--- config.mk ---
export PLATFORM = sky130hd
export DESIGN_NAME = polyline_length_accumulator
export DESIGN_NICKNAME = d
export VERILOG_FILES = /design/src/rtl/pla_pkg.sv /design/src/rtl/polyline_length_accumulator.sv /design/src/rtl/pla_isqrt.sv /design/src/rtl/pla_acc.sv
export SDC_FILE = /design/constraint.sdc
export NUM_CORES = 2
export LEC_CHECK = 0
export BUFFER_PORTS_ARGS = -buffer_cell sky130_fd_sc_hd__buf_4
export CORE_MARGIN = 2
export CORE_UTILIZATION = 25
export DETAILED_ROUTE_END_ITERATION = 8
export SLEW_MARGIN = 25
export SYNTH_ARGS = -nofsm -noshare
export SYNTH_HDL_FRONTEND = slang
export SYNTH_SLANG_ARGS = --single-unit
--- constraint.sdc ---
create_clock -name clk -period 17.5 [get_ports clk]
set_clock_uncertainty 0.2 [all_clocks]
set_input_delay 0 -clock clk [delete_from_list [all_inputs] [get_ports clk]]
set_output_delay 0 -clock clk [all_outputs]
set_load 0.05 [all_outputs]
--- src/rtl/pla_pkg.sv ---
// Package for the polyline length accumulator: field widths, derived sizes
// and the command bundle passed from the sequencer to the accumulators.
// No dependencies.
package pla_pkg;

  // Field widths
  localparam int COORD_W = 24;
  localparam int ACC_W   = 48;

  // Squares and their sum; the root walks the sum two bits at a time
  localparam int SQ_W       = 2 * COORD_W;
  localparam int RAD_W      = SQ_W + 1;
  localparam int ROOT_PAIRS = (RAD_W + 1) / 2;
  localparam int ROOT_W     = ROOT_PAIRS;
  localparam int RAD_PAD_W  = 2 * ROOT_PAIRS;
  localparam int REM_W      = ROOT_W + 2;
  localparam int CNT_W      = $clog2(ROOT_PAIRS + 1);

  // Stream bus widths, padded to whole bytes
  localparam int IN_TDATA_W  = ((2 * COORD_W + 7) / 8) * 8;
  localparam int OUT_TDATA_W = ((2 * ACC_W + 7) / 8) * 8;

  // Accumulator commands
  typedef struct packed {
    logic clr_chain;  // drop the open chain
    logic add_seg;    // add one segment length to the chain
    logic close;      // fold chain into total and restart the chain
    logic last;       // with close: clear the total afterwards
  } pla_acc_cmd_t;

endpackage

--- src/rtl/polyline_length_accumulator.sv ---
// Polyline length accumulator, built on pla_pkg, pla_isqrt and pla_acc.
// A point that continues a chain passes accept, two squarings on one 24x24
// multiplier, a root start, a 25-step bit-pair square root and a done cycle
// that accumulates; a chain end adds a close state. An opening point needs
// only accept, and close if it also ends the chain. One point is in work at
// a time; a result waits in the output register. Synchronous active-low reset.
module polyline_length_accumulator import pla_pkg::*; (
  input  logic                   clk,
  input  logic                   rst_n,
  // Input points
  input  logic                   in_tvalid,
  output logic                   in_tready,
  input  logic [IN_TDATA_W-1:0]  in_tdata,   // x_coord, y_coord
  input  logic [1:0]             in_tuser,   // chain_start, set_end
  input  logic                   in_tlast,   // chain_end
  // Results
  output logic                   out_tvalid,
  input  logic                   out_tready,
  output logic [OUT_TDATA_W-1:0] out_tdata,  // chain_length, total_length
  output logic                   out_tlast   // is_final
);

  typedef enum logic [2:0] {
    S_IDLE,
    S_SQX,
    S_SQY,
    S_LOAD,
    S_ROOT,
    S_CLOSE
  } state_t;

  state_t               state_r, state_nxt;
  logic [COORD_W-1:0]   prev_x_r, prev_x_nxt;
  logic [COORD_W-1:0]   prev_y_r, prev_y_nxt;
  logic                 have_prev_r, have_prev_nxt;
  logic [COORD_W-1:0]   dx_r, dx_nxt;
  logic [COORD_W-1:0]   dy_r, dy_nxt;
  logic                 end_r, end_nxt;
  logic                 last_r, last_nxt;
  logic [SQ_W-1:0]      prod_r, prod_nxt;
  logic [SQ_W-1:0]      rad_r, rad_nxt;
  logic                 out_valid_r, out_valid_nxt;
  logic [ACC_W-1:0]     out_chain_r, out_chain_nxt;
  logic [ACC_W-1:0]     out_total_r, out_total_nxt;
  logic                 out_final_r, out_final_nxt;

  logic [COORD_W-1:0]   in_x, in_y;
  logic                 in_start, in_set_end;
  logic                 accept;
  logic                 slot_free;
  logic [COORD_W:0]     diff_x, diff_y;
  logic [COORD_W-1:0]   mult_a;
  logic                 sq_start;
  logic [RAD_W-1:0]     sq_rad;
  logic                 sq_done;
  logic [ROOT_W-1:0]    sq_root;
  pla_acc_cmd_t         acc_cmd;
  logic [ACC_W-1:0]     chain_len, total_len;

  // Unpack the request
  assign in_x       = in_tdata[COORD_W-1:0];
  assign in_y       = in_tdata[2*COORD_W-1:COORD_W];
  assign in_start   = in_tuser[0];
  assign in_set_end = in_tuser[1];

  assign in_tready = (state_r == S_IDLE);
  assign accept    = in_tvalid && in_tready;
  assign slot_free = !out_valid_r || out_tready;

  // Signed differences against the previous point, one bit wider
  assign diff_x = {in_x[COORD_W-1], in_x} - {prev_x_r[COORD_W-1], prev_x_r};
  assign diff_y = {in_y[COORD_W-1], in_y} - {prev_y_r[COORD_W-1], prev_y_r};

  // Shared squarer operand
  assign mult_a = (state_r == S_SQX) ? dx_r : dy_r;

  // Sum of squares feeds the root unit
  assign sq_rad   = {1'b0, rad_r} + {1'b0, prod_r};
  assign sq_start = (state_r == S_LOAD);

  pla_isqrt u_isqrt (
    .clk   (clk),
    .rst_n (rst_n),
    .start (sq_start),
    .rad   (sq_rad),
    .done  (sq_done),
    .root  (sq_root)
  );

  pla_acc u_acc (
    .clk       (clk),
    .rst_n     (rst_n),
    .cmd       (acc_cmd),
    .seg       (sq_root),
    .chain_len (chain_len),
    .total_len (total_len)
  );

  // Sequencer
  always_comb begin
    state_nxt     = state_r;
    prev_x_nxt    = prev_x_r;
    prev_y_nxt    = prev_y_r;
    have_prev_nxt = have_prev_r;
    dx_nxt        = dx_r;
    dy_nxt        = dy_r;
    end_nxt       = end_r;
    last_nxt      = last_r;
    prod_nxt      = prod_r;
    rad_nxt       = rad_r;
    out_valid_nxt = out_valid_r && !out_tready;
    out_chain_nxt = out_chain_r;
    out_total_nxt = out_total_r;
    out_final_nxt = out_final_r;
    acc_cmd       = '0;
    acc_cmd.last  = last_r;

    case (state_r)
      S_IDLE: begin
        if (accept) begin
          dx_nxt        = diff_x[COORD_W] ? COORD_W'(-diff_x) : diff_x[COORD_W-1:0];
          dy_nxt        = diff_y[COORD_W] ? COORD_W'(-diff_y) : diff_y[COORD_W-1:0];
          end_nxt       = in_tlast;
          last_nxt      = in_set_end;
          prev_x_nxt    = in_x;
          prev_y_nxt    = in_y;
          have_prev_nxt = !in_tlast;
          if (in_start || !have_prev_r) begin
            // Opening point: no segment to measure
            acc_cmd.clr_chain = 1'b1;
            state_nxt         = in_tlast ? S_CLOSE : S_IDLE;
          end else begin
            state_nxt = S_SQX;
          end
        end
      end
      S_SQX: begin
        prod_nxt  = mult_a * mult_a;
        state_nxt = S_SQY;
      end
      S_SQY: begin
        rad_nxt   = prod_r;
        prod_nxt  = mult_a * mult_a;
        state_nxt = S_LOAD;
      end
      S_LOAD: begin
        state_nxt = S_ROOT;
      end
      S_ROOT: begin
        if (sq_done) begin
          acc_cmd.add_seg = 1'b1;
          state_nxt       = end_r ? S_CLOSE : S_IDLE;
        end
      end
      S_CLOSE: begin
        if (slot_free) begin
          acc_cmd.close = 1'b1;
          out_valid_nxt = 1'b1;
          out_chain_nxt = chain_len;
          out_total_nxt = total_len;
          out_final_nxt = last_r;
          state_nxt     = S_IDLE;
        end
      end
      default: begin
        state_nxt = S_IDLE;
      end
    endcase
  end

  always_ff @(posedge clk) begin
    dx_r        <= dx_nxt;
    dy_r        <= dy_nxt;
    end_r       <= end_nxt;
    last_r      <= last_nxt;
    prod_r      <= prod_nxt;
    rad_r       <= rad_nxt;
    out_chain_r <= out_chain_nxt;
    out_total_r <= out_total_nxt;
    out_final_r <= out_final_nxt;
    if (!rst_n) begin
      state_r     <= S_IDLE;
      prev_x_r    <= '0;
      prev_y_r    <= '0;
      have_prev_r <= 1'b0;
      out_valid_r <= 1'b0;
    end else begin
      state_r     <= state_nxt;
      prev_x_r    <= prev_x_nxt;
      prev_y_r    <= prev_y_nxt;
      have_prev_r <= have_prev_nxt;
      out_valid_r <= out_valid_nxt;
    end
  end

  // Result channel
  assign out_tvalid = out_valid_r;
  assign out_tdata  = OUT_TDATA_W'({out_total_r, out_chain_r});
  assign out_tlast  = out_final_r;

endmodule

--- src/rtl/pla_isqrt.sv ---
// Digit-serial integer square root: one radicand bit pair per cycle.
// Depends on pla_pkg.
module pla_isqrt import pla_pkg::*; (
  input  logic              clk,
  input  logic              rst_n,
  input  logic              start,
  input  logic [RAD_W-1:0]  rad,
  output logic              done,
  output logic [ROOT_W-1:0] root
);

  logic [RAD_PAD_W-1:0] rad_sr_r, rad_sr_nxt;
  logic [REM_W-1:0]     rem_r, rem_nxt;
  logic [ROOT_W-1:0]    root_r, root_nxt;
  logic [CNT_W-1:0]     cnt_r, cnt_nxt;
  logic                 run_r, run_nxt;
  logic                 done_r, done_nxt;

  logic [REM_W+1:0]     rem_sh;
  logic [REM_W+1:0]     trial;
  logic [REM_W+1:0]     rem_sub;

  // One restoring step: bring in the next pair, try 4*root+1
  assign rem_sh  = {rem_r, rad_sr_r[RAD_PAD_W-1 -: 2]};
  assign trial   = (REM_W+2)'({root_r, 2'b01});
  assign rem_sub = rem_sh - trial;

  always_comb begin
    rad_sr_nxt = rad_sr_r;
    rem_nxt    = rem_r;
    root_nxt   = root_r;
    cnt_nxt    = cnt_r;
    run_nxt    = run_r;
    done_nxt   = 1'b0;
    if (start) begin
      rad_sr_nxt = RAD_PAD_W'(rad);
      rem_nxt    = '0;
      root_nxt   = '0;
      cnt_nxt    = CNT_W'(ROOT_PAIRS);
      run_nxt    = 1'b1;
    end else if (run_r) begin
      rad_sr_nxt = {rad_sr_r[RAD_PAD_W-3:0], 2'b00};
      if (rem_sh >= trial) begin
        rem_nxt  = rem_sub[REM_W-1:0];
        root_nxt = {root_r[ROOT_W-2:0], 1'b1};
      end else begin
        rem_nxt  = rem_sh[REM_W-1:0];
        root_nxt = {root_r[ROOT_W-2:0], 1'b0};
      end
      cnt_nxt = cnt_r - CNT_W'(1);
      if (cnt_r == CNT_W'(1)) begin
        run_nxt  = 1'b0;
        done_nxt = 1'b1;
      end
    end
  end

  always_ff @(posedge clk) begin
    rad_sr_r <= rad_sr_nxt;
    rem_r    <= rem_nxt;
    root_r   <= root_nxt;
    cnt_r    <= cnt_nxt;
    if (!rst_n) begin
      run_r  <= 1'b0;
      done_r <= 1'b0;
    end else begin
      run_r  <= run_nxt;
      done_r <= done_nxt;
    end
  end

  assign done = done_r;
  assign root = root_r;

endmodule

--- src/rtl/pla_acc.sv ---
// Saturating chain and set accumulators.
// Depends on pla_pkg.
module pla_acc import pla_pkg::*; (
  input  logic              clk,
  input  logic              rst_n,
  input  pla_acc_cmd_t      cmd,
  input  logic [ROOT_W-1:0] seg,
  output logic [ACC_W-1:0]  chain_len,
  output logic [ACC_W-1:0]  total_len
);

  logic [ACC_W-1:0] chain_r, chain_nxt;
  logic [ACC_W-1:0] grand_r, grand_nxt;
  logic [ACC_W-1:0] chain_add;
  logic [ACC_W-1:0] grand_add;

  // Add that sticks at all ones on carry out
  function automatic logic [ACC_W-1:0] sat_add(input logic [ACC_W-1:0] a,
                                               input logic [ACC_W-1:0] b);
    logic [ACC_W:0] s;
    s = {1'b0, a} + {1'b0, b};
    return s[ACC_W] ? {ACC_W{1'b1}} : s[ACC_W-1:0];
  endfunction

  assign chain_add = sat_add(chain_r, ACC_W'(seg));
  assign grand_add = sat_add(grand_r, chain_r);

  always_comb begin
    chain_nxt = chain_r;
    grand_nxt = grand_r;
    if (cmd.close) begin
      chain_nxt = '0;
      grand_nxt = cmd.last ? '0 : grand_add;
    end else if (cmd.clr_chain) begin
      chain_nxt = '0;
    end else if (cmd.add_seg) begin
      chain_nxt = chain_add;
    end
  end

  always_ff @(posedge clk) begin
    if (!rst_n) begin
      chain_r <= '0;
      grand_r <= '0;
    end else begin
      chain_r <= chain_nxt;
      grand_r <= grand_nxt;
    end
  end

  assign chain_len = chain_r;
  assign total_len = grand_add;

endmodule

==> out/metrics.yaml <==
port_buffers: 153
slew_headroom: 0.304
start_kind: "flip-flop"
drt_iter0_markers: 2034
rows: 155
ioPinCount: 154
antenna_found_initial: 3
hold_viol: 0
via_count: 34093
fillers: 18633
die-area_sq_mm: 0.183
cts_made_buffers: 52
cts_sinks: 499
syn-cell-area_sq_mm: 0.0448
path_clk_slew_ps: 60
vias_per_cell: 4.59
path_max_fanout: 30
yosysWarningCount: 0
fin_crit_ps: 10190
dpl_cell_area_sq_mm: 0.0485
area_growth_pct: 15.5
grt_pass1_wl_mm: 183
fmax_ghz: 0.0981
yosysTopAreaCellShare: 0.194
cp_slowest_cell: "clkinv_1"
die_w_microns: 427
status: "finished clean"
ys_seq_elements: 499
rr_startpoint: "state_r[0]"
yosysSeqAreaShare: 0.288
post-place-ws_ps: 7510
die_height_microns: 427
dr.pass1.iters: 5
finalWorstSetupSlack_ps: 7310
max_slew.worst_pin.slew_ps: 1040
grt_max_degree: 81
syn-instance-count: 4805
slowest_delay_ps: 850
core_area_sq_mm: 0.178
grt_pass1_vias: 34138
async_flop_share: 0
period_share: 0.582
yosys.area.top_type: "edfxtp_1"
postRouteAntennaNets: 0
cts_max_level: 2
syn-num-nets: 5653
drv_cap: 0
synth_edf_count: 290
crit_start: "state_r[0]"
synth_commonest_cells: "760 x inv_1, 529 x nand2_1, 426 x fa_1"
report.final.slew_viol_count: 0
synth_cell_types: 100
wl_per_cell_microns: 15.3
hold_path_class: "in2reg"
clk_latency_ps: 660
crit_path_frequent_cell: "inv_1"
cts_resized: 0
tritoncts: "built"
critPathKind: "reg2reg"
arrival_ps: 10360
nets: 5868
synth_area_per_cell_sq_um: 9.32
postCtsHoldBufs: 145
rsz0062_at_grt: "false"
grt_usage: 0.123
drt_wl_total_mm: 113
synthFlopType: "edfxtp_1"
start_util: 0.251
dpl.hpwl_mm: 86.6
worstHoldStart: "in_tlast"
fin_area_sq_mm: 0.0517
drive_above_1_share: 0.0689
endpoint_kind: "flip-flop"
drcViolationCount: 0
finalSetupViolCount: 0
yosys.cell_count.top_type: "inv_1"
place_congestion: 0.872
tns_ps: 0
post_cts_buffers: 0
ys_top_cells_by_area: "edfxtp_1 19%, fa_1 19%, ha_1 10%, dfxtp_1 9.3%, inv_1 6.4%"
ctsRootBufferMaster: "clkbuf_16"
ctsLongestPathBuffers: 3
hold_ws_ps: 55.3
crit_required_ps: 17670
grt_overflow_total: 0
-- sequential cells by signal (all words and copies together), names as in the netlist, 3 cells and up --
name	cells
prod_r	47
u_isqrt.root	25
out_total_r	48
prev_x_r	24
u_isqrt.rad_sr_r	50
u_isqrt.cnt_r	5
rad_r	47
u_acc.grand_r	48
u_isqrt.rem_r	27
dx_r	24
dy_r	24
prev_y_r	24
u_acc.chain_len	48
out_chain_r	48
state_r	3
-- placed cells by master, fill, tap and decap left out, drive strengths merged, types with 53 or more instances in the layout --
cell and n:
fa 426, dlygate4sd3 145, dfxtp 209, nand3 53
nor2 325, xor2 80, inv 770, a21o 103
nor3 62, a21boi 56, edfxtp 290, a21oi 288
clkbuf 62, buf 177, nand2 529, mux2i 56
o21ai 232, ha 367, xnor2 167
-- critical path, delay by kind of cell (launching register included) --
| kind | cells | cell delay (ps) |
|---|---|---|
| adder cells (fa/ha/maj) | 8 | 3790 |
| XOR/XNOR | 1 | 100 |
| AO/OA/AOI/OAI | 7 | 1810 |
| multiplexers | 1 | 730 |
| flip-flops | 1 | 560 |
| AND/OR/NAND/NOR | 4 | 880 |
| buffers and inverters | 10 | 1760 |
-- per-stage QoR --
| stage | std cells | utilization |
|---|---|---|
| finish | 7420 | 0.290 |
| global route | 7419 | 0.290 |
| CTS | 7419 | 0.290 |
| detailed placement | 7176 | 0.272 |
| global placement | 7176 | 0.272 |
| floorplan | 4805 | - |
-- cell families after synthesis --
logic type / Yosys count / share of synthesized area
AO/OA/AOI/OAI: 1019 / 0.149
XOR/XNOR: 247 / 0.0483
flip-flops: 499 / 0.288
adder cells (fa/ha/maj): 793 / 0.293
AND/OR/NAND/NOR: 1241 / 0.125
multiplexers: 76 / 0.0175
buffers and inverters: 930 / 0.0789
-- per-layer routing --
metal	global-route usage	up-vias	wire, microns	share of wire
li1	-	16579	-	-
met1	0.165	16548	51700	0.46
met2	0.208	819	52900	0.47
met3	0.0177	147	6150	0.054
met4	0.0276	0	2470	0.022
met5	0	-	0	0
-- layout make-up --
| class | instances | area, sq um | area share |
|---|---|---|---|
| antenna | 1 | 2.50 | 0.0000484 |
| sequential | 499 | 12900 | 0.249 |
| clock inverter | 36 | 437 | 0.00844 |
| timing repair buffer | 322 | 2780 | 0.0537 |
| tap | 2355 | 2950 | 0.0570 |
| multi-input combinational | 3376 | 28400 | 0.549 |
| inverter | 769 | 2890 | 0.0559 |
| clock buffer | 62 | 1360 | 0.0263 |
-- worst paths after layout --
path | end | slack [ps] | depth (start not counted)
setup / recovery | prod_r[45] | 7310 | 31
hold / removal | have_prev_r | 60 | 4
setup reg to reg | prod_r[45] | 7310 | 31
hold reg to reg | rad_r[31] | 240 | 0
Power is not shown: default switching activity piles up to over one toggle a cycle in this logic, so the estimate is an artifact.
